**src/rtl/core/cpfc_pkg.sv**
```systemverilog
// Shared types and constants for the cursor pixel format converter.
`timescale 1ns / 1ps
`default_nettype none

package cpfc_pkg;

  localparam int unsigned MAX_W   = 16;
  localparam int unsigned SHIFT_W = 5;
  localparam int unsigned BPP_W   = 6;
  localparam int unsigned CFG_IDX_W  = 3;
  localparam int unsigned CFG_DATA_W = 16;

  typedef enum logic [CFG_IDX_W-1:0] {
    CFG_RED_MAX        = 3'd0,
    CFG_GREEN_MAX      = 3'd1,
    CFG_BLUE_MAX       = 3'd2,
    CFG_RED_SHIFT      = 3'd3,
    CFG_GREEN_SHIFT    = 3'd4,
    CFG_BLUE_SHIFT     = 3'd5,
    CFG_BITS_PER_PIXEL = 3'd6,
    CFG_BIG_ENDIAN     = 3'd7
  } cfg_idx_t;

  typedef struct packed {
    logic [MAX_W-1:0]   red_max;
    logic [MAX_W-1:0]   green_max;
    logic [MAX_W-1:0]   blue_max;
    logic [SHIFT_W-1:0] red_shift;
    logic [SHIFT_W-1:0] green_shift;
    logic [SHIFT_W-1:0] blue_shift;
    logic [BPP_W-1:0]   bits_per_pixel;
    logic               big_endian;
  } cfg_t;

  typedef struct packed {
    logic [7:0] mask_byte;
    logic       mask_valid;
  } mask_res_t;

  localparam logic [7:0] ALPHA_LIMIT = 8'd25;
  localparam logic [7:0] MASK_MSB    = 8'h80;
  localparam logic [2:0] LAST_PHASE  = 3'd7;

  localparam logic [2:0] BYTES_NONE = 3'd0;
  localparam logic [2:0] BYTES_ONE  = 3'd1;
  localparam logic [2:0] BYTES_TWO  = 3'd2;
  localparam logic [2:0] BYTES_FOUR = 3'd4;

endpackage

`default_nettype wire

```
**src/rtl/core/cpfc_stream_if.sv**
```systemverilog
// Valid/ready stream interfaces for the pixel beats and the result beats.
`timescale 1ns / 1ps
`default_nettype none

interface cpfc_pix_if;
  logic       valid;
  logic       ready;
  logic [7:0] alpha_in;
  logic [7:0] red_in;
  logic [7:0] green_in;
  logic [7:0] blue_in;
  logic       last_in_row;

  modport source (output valid, alpha_in, red_in, green_in, blue_in, last_in_row,
                  input ready);
  modport sink (input valid, alpha_in, red_in, green_in, blue_in, last_in_row,
                output ready);
endinterface

interface cpfc_res_if;
  logic        valid;
  logic        ready;
  logic [31:0] pixel_word;
  logic [2:0]  pixel_bytes;
  logic [7:0]  mask_byte;
  logic        mask_valid;

  modport source (output valid, pixel_word, pixel_bytes, mask_byte, mask_valid,
                  input ready);
  modport sink (input valid, pixel_word, pixel_bytes, mask_byte, mask_valid,
                output ready);
endinterface

`default_nettype wire

```
**src/rtl/core/cpfc_cfg_regs.sv**
```systemverilog
// Configuration register file with the client pixel format settings.
`timescale 1ns / 1ps
`default_nettype none

module cpfc_cfg_regs
  import cpfc_pkg::*;
(
  input  wire logic                  clk,
  input  wire logic                  rst_n,
  input  wire logic                  cfg_we,
  input  wire logic [CFG_IDX_W-1:0]  cfg_index,
  input  wire logic [CFG_DATA_W-1:0] cfg_data,
  output cfg_t                       cfg
);

  cfg_t cfg_r;
  cfg_t cfg_nxt;

  always_comb begin
    cfg_nxt = cfg_r;
    if (cfg_we) begin
      unique case (cfg_idx_t'(cfg_index))
        CFG_RED_MAX:        cfg_nxt.red_max        = cfg_data;
        CFG_GREEN_MAX:      cfg_nxt.green_max      = cfg_data;
        CFG_BLUE_MAX:       cfg_nxt.blue_max       = cfg_data;
        CFG_RED_SHIFT:      cfg_nxt.red_shift      = cfg_data[SHIFT_W-1:0];
        CFG_GREEN_SHIFT:    cfg_nxt.green_shift    = cfg_data[SHIFT_W-1:0];
        CFG_BLUE_SHIFT:     cfg_nxt.blue_shift     = cfg_data[SHIFT_W-1:0];
        CFG_BITS_PER_PIXEL: cfg_nxt.bits_per_pixel = cfg_data[BPP_W-1:0];
        CFG_BIG_ENDIAN:     cfg_nxt.big_endian     = cfg_data[0];
        default:            cfg_nxt = cfg_r;
      endcase
    end
  end

  always_ff @(posedge clk) begin
    if (!rst_n) begin
      cfg_r.red_max        <= 16'd255;
      cfg_r.green_max      <= 16'd255;
      cfg_r.blue_max       <= 16'd255;
      cfg_r.red_shift      <= 5'd16;
      cfg_r.green_shift    <= 5'd8;
      cfg_r.blue_shift     <= 5'd0;
      cfg_r.bits_per_pixel <= 6'd32;
      cfg_r.big_endian     <= 1'b1;
    end else begin
      cfg_r <= cfg_nxt;
    end
  end

  assign cfg = cfg_r;

endmodule

`default_nettype wire

```
**src/rtl/core/cpfc_pack.sv**
```systemverilog
// Component reduction, placement, size cut and byte ordering of one pixel.
`timescale 1ns / 1ps
`default_nettype none

module cpfc_pack
  import cpfc_pkg::*;
(
  input  wire cfg_t         cfg,
  input  wire logic [7:0]   red_in,
  input  wire logic [7:0]   green_in,
  input  wire logic [7:0]   blue_in,
  output logic      [31:0]  pixel_word,
  output logic      [2:0]   pixel_bytes
);

  // The right shift is 8 minus ceil(log2(max)), never below zero.
  function automatic logic [3:0] reduce_amount(input logic [MAX_W-1:0] max);
    logic [3:0] amount;
    amount = 4'd8;
    for (int k = 0; k < 8; k++) begin
      if (max > MAX_W'(1 << k)) begin
        amount = 4'(7 - k);
      end
    end
    return amount;
  endfunction

  function automatic logic [31:0] place(input logic [7:0] comp,
                                        input logic [MAX_W-1:0] max,
                                        input logic [SHIFT_W-1:0] pos);
    logic [7:0]  v;
    logic [39:0] wide;
    v    = comp >> reduce_amount(max);
    wide = {32'd0, v} << pos;
    return wide[31:0];
  endfunction

  logic [31:0] packed_word;
  logic [6:0]  size_sum;
  logic [3:0]  size;

  always_comb begin
    packed_word = place(red_in, cfg.red_max, cfg.red_shift)
                | place(green_in, cfg.green_max, cfg.green_shift)
                | place(blue_in, cfg.blue_max, cfg.blue_shift);
    size_sum    = {1'b0, cfg.bits_per_pixel} + 7'd7;
    size        = size_sum[6:3];
    pixel_word  = 32'd0;
    pixel_bytes = BYTES_NONE;
    unique case (size)
      4'd1: begin
        pixel_word  = {24'd0, packed_word[7:0]};
        pixel_bytes = BYTES_ONE;
      end
      4'd2: begin
        pixel_word  = cfg.big_endian ? {16'd0, packed_word[15:0]}
                                     : {16'd0, packed_word[7:0], packed_word[15:8]};
        pixel_bytes = BYTES_TWO;
      end
      4'd4: begin
        pixel_word  = cfg.big_endian ? packed_word
                                     : {packed_word[7:0], packed_word[15:8],
                                        packed_word[23:16], packed_word[31:24]};
        pixel_bytes = BYTES_FOUR;
      end
      default: begin
        pixel_word  = 32'd0;
        pixel_bytes = BYTES_NONE;
      end
    endcase
  end

endmodule

`default_nettype wire

```
**src/rtl/core/cpfc_mask.sv**
```systemverilog
// Visibility mask builder that closes a byte after eight pixels or a row end.
`timescale 1ns / 1ps
`default_nettype none

module cpfc_mask
  import cpfc_pkg::*;
(
  input  wire logic       clk,
  input  wire logic       rst_n,
  input  wire logic       advance,
  input  wire logic [7:0] alpha_in,
  input  wire logic       last_in_row,
  output mask_res_t       res
);

  logic [2:0] phase_r;
  logic [2:0] phase_nxt;
  logic [7:0] acc_r;
  logic [7:0] acc_nxt;
  logic [7:0] acc_set;
  logic       close;

  always_comb begin
    acc_set = acc_r;
    if (alpha_in > ALPHA_LIMIT) begin
      acc_set = acc_r | (MASK_MSB >> phase_r);
    end
    close = (phase_r == LAST_PHASE) || last_in_row;
    res.mask_valid = close;
    res.mask_byte  = close ? acc_set : 8'd0;
    phase_nxt = phase_r;
    acc_nxt   = acc_r;
    if (advance) begin
      phase_nxt = close ? 3'd0 : phase_r + 3'd1;
      acc_nxt   = close ? 8'd0 : acc_set;
    end
  end

  always_ff @(posedge clk) begin
    if (!rst_n) begin
      phase_r <= 3'd0;
      acc_r   <= 8'd0;
    end else begin
      phase_r <= phase_nxt;
      acc_r   <= acc_nxt;
    end
  end

endmodule

`default_nettype wire

```
**src/rtl/core/cursor_pixel_format_converter.sv**
```systemverilog
// Top level of the cursor pixel format converter.
`timescale 1ns / 1ps
`default_nettype none

// Converts one 8-bit ARGB cursor pixel per beat into the configured client
// pixel format and builds the one-bit-per-pixel visibility mask alongside it.
// Every pixel beat yields exactly one result beat. The block takes one beat
// per clock cycle while the result side is not stalled and registers it first
// in the input register and then in the result register; both stages
// hold their contents while the result side stalls. Configuration writes
// must only be issued while no beat is in flight.

module cursor_pixel_format_converter
  import cpfc_pkg::*;
(
  input  wire logic                  clk,
  input  wire logic                  rst_n,
  input  wire logic                  cfg_we,
  input  wire logic [CFG_IDX_W-1:0]  cfg_index,
  input  wire logic [CFG_DATA_W-1:0] cfg_data,
  cpfc_pix_if.sink                   in_chan,
  cpfc_res_if.source                 out_chan
);

  cfg_t      cfg;
  mask_res_t mask_res;

  logic        s1_valid_r;
  logic [7:0]  s1_alpha_r;
  logic [7:0]  s1_red_r;
  logic [7:0]  s1_green_r;
  logic [7:0]  s1_blue_r;
  logic        s1_last_r;

  logic        out_valid_r;
  logic [31:0] out_word_r;
  logic [2:0]  out_bytes_r;
  logic [7:0]  out_mask_r;
  logic        out_mvalid_r;

  logic [31:0] pixel_word;
  logic [2:0]  pixel_bytes;
  logic        out_free;
  logic        s1_move;
  logic        in_take;

  assign out_free = !out_valid_r || out_chan.ready;
  assign s1_move  = s1_valid_r && out_free;
  assign in_take  = in_chan.valid && in_chan.ready;

  assign in_chan.ready = !s1_valid_r || out_free;

  cpfc_cfg_regs u_cfg_regs (
    .clk       (clk),
    .rst_n     (rst_n),
    .cfg_we    (cfg_we),
    .cfg_index (cfg_index),
    .cfg_data  (cfg_data),
    .cfg       (cfg)
  );

  cpfc_pack u_pack (
    .cfg         (cfg),
    .red_in      (s1_red_r),
    .green_in    (s1_green_r),
    .blue_in     (s1_blue_r),
    .pixel_word  (pixel_word),
    .pixel_bytes (pixel_bytes)
  );

  cpfc_mask u_mask (
    .clk         (clk),
    .rst_n       (rst_n),
    .advance     (s1_move),
    .alpha_in    (s1_alpha_r),
    .last_in_row (s1_last_r),
    .res         (mask_res)
  );

  always_ff @(posedge clk) begin
    if (!rst_n) begin
      s1_valid_r  <= 1'b0;
      out_valid_r <= 1'b0;
    end else begin
      if (in_chan.ready) begin
        s1_valid_r <= in_chan.valid;
      end
      if (out_free) begin
        out_valid_r <= s1_valid_r;
      end
    end
  end

  always_ff @(posedge clk) begin
    if (in_take) begin
      s1_alpha_r <= in_chan.alpha_in;
      s1_red_r   <= in_chan.red_in;
      s1_green_r <= in_chan.green_in;
      s1_blue_r  <= in_chan.blue_in;
      s1_last_r  <= in_chan.last_in_row;
    end
    if (s1_move) begin
      out_word_r   <= pixel_word;
      out_bytes_r  <= pixel_bytes;
      out_mask_r   <= mask_res.mask_byte;
      out_mvalid_r <= mask_res.mask_valid;
    end
  end

  assign out_chan.valid       = out_valid_r;
  assign out_chan.pixel_word  = out_word_r;
  assign out_chan.pixel_bytes = out_bytes_r;
  assign out_chan.mask_byte   = out_mask_r;
  assign out_chan.mask_valid  = out_mvalid_r;

endmodule

`default_nettype wire

```
**src/flat_wrapper.sv**
```systemverilog
// flat-port wrapper written by rule: the top's interface ports become plain ports
module cursor_pixel_format_converter_flat import cpfc_pkg::*;
  (clk, rst_n, cfg_we, cfg_index, cfg_data, in_chan_valid, in_chan_alpha_in, in_chan_red_in, in_chan_green_in, in_chan_blue_in, in_chan_last_in_row, in_chan_ready, out_chan_valid, out_chan_pixel_word, out_chan_pixel_bytes, out_chan_mask_byte, out_chan_mask_valid, out_chan_ready);
  cpfc_pix_if in_chan_i ();
  cpfc_res_if out_chan_i ();
  input  wire logic clk;
  input  wire logic rst_n;
  input  wire logic cfg_we;
  input  wire logic [CFG_IDX_W-1:0] cfg_index;
  input  wire logic [CFG_DATA_W-1:0] cfg_data;
  input wire logic [$bits(in_chan_i.valid)-1:0] in_chan_valid;
  input wire logic [$bits(in_chan_i.alpha_in)-1:0] in_chan_alpha_in;
  input wire logic [$bits(in_chan_i.red_in)-1:0] in_chan_red_in;
  input wire logic [$bits(in_chan_i.green_in)-1:0] in_chan_green_in;
  input wire logic [$bits(in_chan_i.blue_in)-1:0] in_chan_blue_in;
  input wire logic [$bits(in_chan_i.last_in_row)-1:0] in_chan_last_in_row;
  output wire logic [$bits(in_chan_i.ready)-1:0] in_chan_ready;
  output wire logic [$bits(out_chan_i.valid)-1:0] out_chan_valid;
  output wire logic [$bits(out_chan_i.pixel_word)-1:0] out_chan_pixel_word;
  output wire logic [$bits(out_chan_i.pixel_bytes)-1:0] out_chan_pixel_bytes;
  output wire logic [$bits(out_chan_i.mask_byte)-1:0] out_chan_mask_byte;
  output wire logic [$bits(out_chan_i.mask_valid)-1:0] out_chan_mask_valid;
  input wire logic [$bits(out_chan_i.ready)-1:0] out_chan_ready;
  assign in_chan_i.valid = in_chan_valid;
  assign in_chan_i.alpha_in = in_chan_alpha_in;
  assign in_chan_i.red_in = in_chan_red_in;
  assign in_chan_i.green_in = in_chan_green_in;
  assign in_chan_i.blue_in = in_chan_blue_in;
  assign in_chan_i.last_in_row = in_chan_last_in_row;
  assign in_chan_ready = in_chan_i.ready;
  assign out_chan_valid = out_chan_i.valid;
  assign out_chan_pixel_word = out_chan_i.pixel_word;
  assign out_chan_pixel_bytes = out_chan_i.pixel_bytes;
  assign out_chan_mask_byte = out_chan_i.mask_byte;
  assign out_chan_mask_valid = out_chan_i.mask_valid;
  assign out_chan_i.ready = out_chan_ready;
  cursor_pixel_format_converter u_core (.clk(clk), .rst_n(rst_n), .cfg_we(cfg_we), .cfg_index(cfg_index), .cfg_data(cfg_data), .in_chan(in_chan_i), .out_chan(out_chan_i));
endmodule
```
**config.mk**
```make
export PLATFORM = sky130hd
export DESIGN_NAME = cursor_pixel_format_converter_flat
export DESIGN_NICKNAME = d
export VERILOG_FILES = /design/src/rtl/core/cpfc_pkg.sv /design/src/rtl/core/cpfc_stream_if.sv /design/src/rtl/core/cpfc_cfg_regs.sv /design/src/rtl/core/cpfc_pack.sv /design/src/rtl/core/cpfc_mask.sv /design/src/rtl/core/cursor_pixel_format_converter.sv /design/src/flat_wrapper.sv
export SDC_FILE = /design/constraint.sdc
export NUM_CORES = 1
export LEC_CHECK = 0
export ABC_AREA = 1
export BUFFER_PORTS_ARGS = -buffer_cell sky130_fd_sc_hd__buf_2
export CAP_MARGIN = 30
export CORE_AREA = 2 2 140 197
export DETAILED_ROUTE_END_ITERATION = 10
export DIE_AREA = 0 0 142 199
export PLACE_DENSITY = 0.63
export SLEW_MARGIN = 10
export SYNTH_ARGS = -nofsm -noshare
export SYNTH_HDL_FRONTEND = slang
export SYNTH_SLANG_ARGS = --single-unit
```
**constraint.sdc**
```tcl
create_clock -name clk -period 5 [get_ports clk]
set_input_delay 1 -clock clk [delete_from_list [all_inputs] [get_ports clk]]
set_output_delay 1 -clock clk [all_outputs]
set_load 0.005 [all_outputs]
```
* After elaboration in Yosys (flattened, before gate mapping)
Cells that the tools add are included.
Word-level totals: register bits 160, output and inout bits 46
Cells by class: $add $sub $neg 2, $lt $le $gt $ge 25, eq/ne operators 11, shifts and indexed selects 7, mux-type cells 31, bitwise operators 3, reductions and logical operators 16
Operators with widths (number):
- $mux W4 | 24
- $pmux W32 S3 | 1
- $shl A8 B5 Y32 | 3
- $or A32 B32 Y32 | 2
- $gt A16 B1 Y1 const B | 3
- $gt A16 B2 Y1 const B | 3
- $gt A16 B3 Y1 const B | 3
- $gt A16 B4 Y1 const B | 3
- $gt A16 B5 Y1 const B | 3
- $gt A16 B6 Y1 const B | 3
- $gt A16 B7 Y1 const B | 3
- $gt A16 B8 Y1 const B | 3
- $mux W32 | 1
- $shr A8 B4 Y8 | 3
- $mux W16 | 1
- $mux W8 | 2
- $reduce_and A2 Y1 | 8
- $eq A3 B3 Y1 const B | 5
- $pmux W3 S3 | 1
- $gt A8 B5 Y1 const B | 1
- $or A8 B8 Y8 | 1
- $shr A8 B3 Y8 const A | 1
- $add A6 B3 Y7 const B | 1
- $eq A3 B2 Y1 const B | 2
- 10 further kinds | 14

* Depth between registers and ports, before layout
word-level depth 15, depth in mapped cells 27, depth with buffers taken out 27

* Hierarchy
From an unflattened synthesis, not the netlist that was laid out.
Unflattened totals: cells, all modules 1593, area total of the unflattened synthesis 10889.2 sq um
Modules (own cells, without submodules):
- cpfc_pack | times used 1, cells an instance 1013, area each 5024.8 sq um, seq. area each 0.0 sq um
- cpfc_cfg_regs | times used 1, cells an instance 379, area each 2708.8 sq um, seq. area each 1401.3 sq um
- cursor_pixel_format_converter | times used 1, cells an instance 90, area each 2407.3 sq um, seq. area each 2352.3 sq um
- cpfc_mask | times used 1, cells an instance 111, area each 748.2 sq um, seq. area each 220.2 sq um

* Least setup slack after synthesis
OpenSTA, ideal clock, no wires.
kind in2reg, start input out_chan_ready, end register u_core.out_mask_r[0] (netlist: u_core.out_chan.mask_byte[0]), enable pin, library setup time 0.426 ns, arrival time 2.696 ns, slack 1.878 ns, stages on the path 5, path through inv_1 > nand2_1 > nand2_1 > inv_1 > clkbuf_1
On the way: word-level cells in the longest chain between the ends 2
Ends and longest elaborated chain:
- start: declaration | line flat_wrapper.sv:23 | input wire logic [$bits(out_chan_i.ready)-1:0] out_chan_ready;
- $logic_or A1 B1 Y1 | line cursor_pixel_format_converter.sv:47 | assign out_free = !out_valid_r || out_chan.ready;
- $logic_and A1 B1 Y1 | line cursor_pixel_format_converter.sv:48 | assign s1_move = s1_valid_r && out_free;
- named net u_core.s1_move | line cursor_pixel_format_converter.sv:44 | logic s1_move;
- end signal: assignment | line cursor_pixel_format_converter.sv:105 | out_mask_r <= mask_res.mask_byte;
- end: declaration | line cursor_pixel_format_converter.sv:38 | logic [7:0] out_mask_r;
The timed path passes the listed nets, and every way through them passes these cells. A chain may end at the register's enable or synchronous reset.

* Worst setup path after layout
start register u_core.u_cfg_regs.cfg_r, in the netlist u_core.u_cfg_regs.cfg[65], end register u_core.out_word_r[8] (netlist: u_core.out_chan.pixel_word[8]) (data pin)
On the way: word-level cells in the longest chain between the ends 15, elaborated cells on any way between the ends 23
Ends and longest elaborated chain:
- start: declaration | line cpfc_cfg_regs.sv:16 | cfg_t cfg_r;
- start signal: assignment | line cpfc_cfg_regs.sv:47 | cfg_r <= cfg_nxt;
- $gt A16 B1 Y1 | line cpfc_pack.sv:21 | if (max > MAX_W'(1 << k)) begin
- $mux W4 (7 in series) | line cpfc_pack.sv:21
- $mux W4 (*) | line cpfc_pack.sv:21
- $shr A8 B4 Y8 (*) | line cpfc_pack.sv:33 | v = comp >> reduce_amount(max);
- $shl A8 B5 Y32 (*) | line cpfc_pack.sv:34 | wide = {32'd0, v} << pos;
- $or A32 B32 Y32 (*) | line cpfc_pack.sv:44 | | place(green_in, cfg.green_max, cfg.green_shift)
- $or A32 B32 Y32 (*) | line cpfc_pack.sv:45 | | place(blue_in, cfg.blue_max, cfg.blue_shift);
- $mux W32 or $mux W16 (tied branches) | line cpfc_pack.sv:61, cpfc_pack.sv:56
- $pmux W32 S3 (*) | line cpfc_pack.sv:50 | unique case (size)
- named net u_core.pixel_word[8] | line cursor_pixel_format_converter.sv:41 | logic [31:0] pixel_word;
- end signal: assignment | line cursor_pixel_format_converter.sv:103 | out_word_r <= pixel_word;
- end: declaration | line cursor_pixel_format_converter.sv:36 | logic [31:0] out_word_r;
Mark *: on every way through the listed nets, which the timed path passes. The rest lies on a longest branch.

==> summary.txt <==
Status: complete, no violations
Worst hold slack: 0.4339 ns
Die height: 199 um
I/O Pins: 103
Critical Path End Type: flop
Hold Buf Count CTS: 0
Max-cap violations: 0
Setup crit start: u_core.u_cfg_regs.cfg[65]
Num rows: 71
Final min period: 3.401 ns
Setup WS pre-CTS: 1.653 ns
Layout area overhead: 12.98%
DR WL/cell: 15.80 um
Most Frequent Cell on Critical Path: nand2_1
Critical R2R Launch: u_core.u_cfg_regs.cfg[65]
P_sw: 990.1 uW
WL final: 29220 um
Port Buffers: 101
Flop pwr share: 44.2%
Gpl congestion: 0.9636
Via count: 10072
Chip Width: 142 um
Critical path's top delay family: simple AND/OR/NAND/NOR gates
Sequential-to-total area share from yosys stat: 38.56%
Hold path startpoint: u_core.u_mask.acc_r[0]
Clk_skew: 0.01279 ns
Period Utilization, post-route: 68.02%
Mapped Cells: 1440
Die area: 0.02826 mm2
Average cell area after synthesis: 7.102 um2
Clock net sink count: 159
Clock latency on the worst-skew pair: 0.44 ns
Biggest cell delay along the critical path: 0.44 ns
#FFs+latches synth: 159
PD cells: 290.9 mW/mm2
Post-synth EDFFs: 76
Inserted Diodes: 0
DRT Pass-1 Iters: 5
Slew @ Worst Pin: 0.8315 ns
Cell Int Power: 2371 uW
P_leak: 0.004927 uW
Core footprint: 0.02656 mm2
Critical path buffers and inverters: 2
Top cell type's share of synthesized area: 22.31%
Slew headroom: 44.51%
Initial drt markers: 640
Crit-path cells: nor2_2 -> nand2_1 -> nor2_4 -> nand2_2 -> nor2_2 -> inv_1 -> nand2_1 -> nand2_1 -> nand2_1 -> inv_1 -> nand3_1 -> nand2_1 -> nand2_1 -> nand2_1 -> nand2_1 -> nor2_2 -> nand2_1 -> nor2_1 -> o21ai_0 -> nand3_1 -> nand3_1 -> nand2_1
Longest Clk Path Bufs: 2
Number of CTS-inserted buffers: 17
Layout cells sized above 1: 16.29%
Overflow left after global routing: 0
Slowest CP cell: o21ai_0
Max FO, Critical Path: 11
Prevailing post-synth register cell: dfxtp_1
Unrepaired setup endpoints after global routing: no
Clock network power share: 39.3%
Area leader, netlist: edfxtp_1
Post-synth cell types: 43
Worst EP arrival: 3.59 ns
Clock root buffer: clkbuf_16
Hold Fails Final Rpt: 0
Setup TNS: 0 ns
Post-Syn Area: 0.01023 mm2
ANT nets after route: 0
First-pass GRT wire length: 47200 um
Synth async-reset ratio: 0%
Net Sw Frac: 29.46%
GRT met3 Usage: 3.346%
Setup Viol. Count Final: 0
Post-DP HPWL: 22120 um
Synth warnings: 0
Largest net degree at the start of global routing: 72
Synth top area cells: edfxtp_1 (22%), dfxtp_1 (16%), nand3_1 (15%)
Util after Layout: 43.50%
Total Routing Usage GR: 21.26%
Setup ws final: 1.599 ns
Synthesized Nets: 1503
Clock slew seen by the registers of the worst setup and hold paths: 0.07 ns
Setup bufs post-CTS: 0
Initial Util: 38.50%
Worst setup SP type: flop
DRC viols: 0
Antenna violations before repair: 0
CTS tree: yes
Met2 usage: 36.02%
Fmax: 294.0 MHz
Comb pwr share: 16.5%
Gr busiest metal: met2
Post_cts resized: 0
Worst hold path class: flop to flop
Critical path class: flop to flop
Vias in the first global route: 9307
CTS H-tree lvls: 4
Pins Over Slew Limit: 0
Drt via density: 5.444
Worst path required time: 5.19 ns
GRT met1 Usage: 25.52%
Maximum vdd drop: 0.0002378 V
Number of nets in the layout: 1572
==> final timing paths <==
path	slack (ns)	cells past startpoint	endpoint
min	0.43	2	u_core.u_mask.acc_r[0]
max reg2reg	1.60	22	u_core.out_chan.pixel_word[8]
min reg2reg	0.43	2	u_core.u_mask.acc_r[0]
max	1.60	22	u_core.out_chan.pixel_word[8]
==> cell type report <==
type | count | area [um2]
Clock buffer | 21 | 471.7
Clock inverter | 11 | 116.4
Fill cell | 2731 | 15010
Inverter | 102 | 382.9
Multi-Input combinational cell | 1117 | 5615
Sequential cell | 159 | 3944
Tap cell | 328 | 410.4
Timing Repair Buffer | 112 | 614.3
==> power by group through the flow <==
stage	sequential [uW]	clock [uW]	combinational (uW)
5_1_grt	1490	1400	625
3_3_place_gp	1520	0	538
6_report	1490	1320	555
2_1_floorplan	1500	0	388
4_1_cts	1490	1350	551
3_5_place_dp	1520	0	550
==> cells in the final DEF, fill, tap and decap left out, drive strengths merged, types with 44 or more instances in the layout <==
cell type,n
nand4,74
nor2,190
nand3,327
edfxtp,76
nand2,337
inv,102
o21ai,68
dfxtp,83
a21oi,44
buf,111
==> synth_stat cells, types with 2 or more instances <==
master      n
nand3_1   306
nand2_1   302
nor2_1    165
inv_1      89
dfxtp_1    83
edfxtp_1   76
nand4_1    72
o21ai_0    48
a21oi_1    40
clkbuf_1   31
nand2_2    26
buf_2      22
nand3_2    21
o211ai_1   21
o21ai_1    20
nor2_2     19
nor3_1     14
nand2_4     9
clkinv_1    8
a31oi_1     7
ha_1        6
nor2_4      6
nor3_2      6
buf_4       5
inv_2       5
nand3b_1    5
a21oi_2     4
o22ai_1     4
buf_1       3
nand4_2     2
nor4_1      2
o21bai_1    2
==> logic make-up after synthesis <==
logic type               Yosys count  share of synthesized area, %
flip-flops                       159                         38.56
adder cells (fa/ha/maj)            6                        0.7340
AND/OR/NAND/NOR                  961                         45.55
AO/OA/AOI/OAI                    150                         8.576
buffers and inverters            164                         6.582
==> flip-flops by register name (all words and copies together) (netlist names) <==
name / flops
u_core.out_chan.mask_byte: 8
u_core.out_chan.mask_valid: 1
u_core.out_chan.pixel_bytes: 3
u_core.out_chan.pixel_word: 32
u_core.out_chan.valid: 1
u_core.s1_alpha_r: 7
u_core.s1_blue_r: 8
u_core.s1_green_r: 8
u_core.s1_last_r: 1
u_core.s1_red_r: 8
u_core.s1_valid_r: 1
u_core.u_cfg_regs.cfg: 70
u_core.u_mask.acc_r: 8
u_core.u_mask.phase_r: 3
==> worst reg2reg max path, stage by stage (launching register included) <==
cell and delay (ns):
dfxtp_1 0.33, nor2_2 0.17, nand2_1 0.14, nor2_4 0.21, nand2_2 0.08, nor2_2 0.16
inv_1 0.07, nand2_1 0.06, nand2_1 0.05, nand2_1 0.29, inv_1 0.18, nand3_1 0.12
nand2_1 0.09, nand2_1 0.09, nand2_1 0.05, nand2_1 0.10, nor2_2 0.06, nand2_1 0.14
nor2_1 0.05, o21ai_0 0.44, nand3_1 0.14, nand3_1 0.09, nand2_1 0.05
==> layer usage <==
metal / wire [um] / vias up
met3: 1158 / 73
li1: - / 5109
met1: 12500 / 4604
met5: 0 / -
met4: 1565 / 0
met2: 14000 / 286
==> per-stage QoR <==
step	total power, uW	area [um2]	std cells
2_1_floorplan	1889	10230	1440
3_3_place_gp	2053	10920	1815
3_5_place_dp	2066	10940	1816
4_1_cts	3388	11530	1848
5_1_grt	3519	11550	1850
6_report	3361	11550	1850
Note: power is estimated with default switching activity, not from simulation.
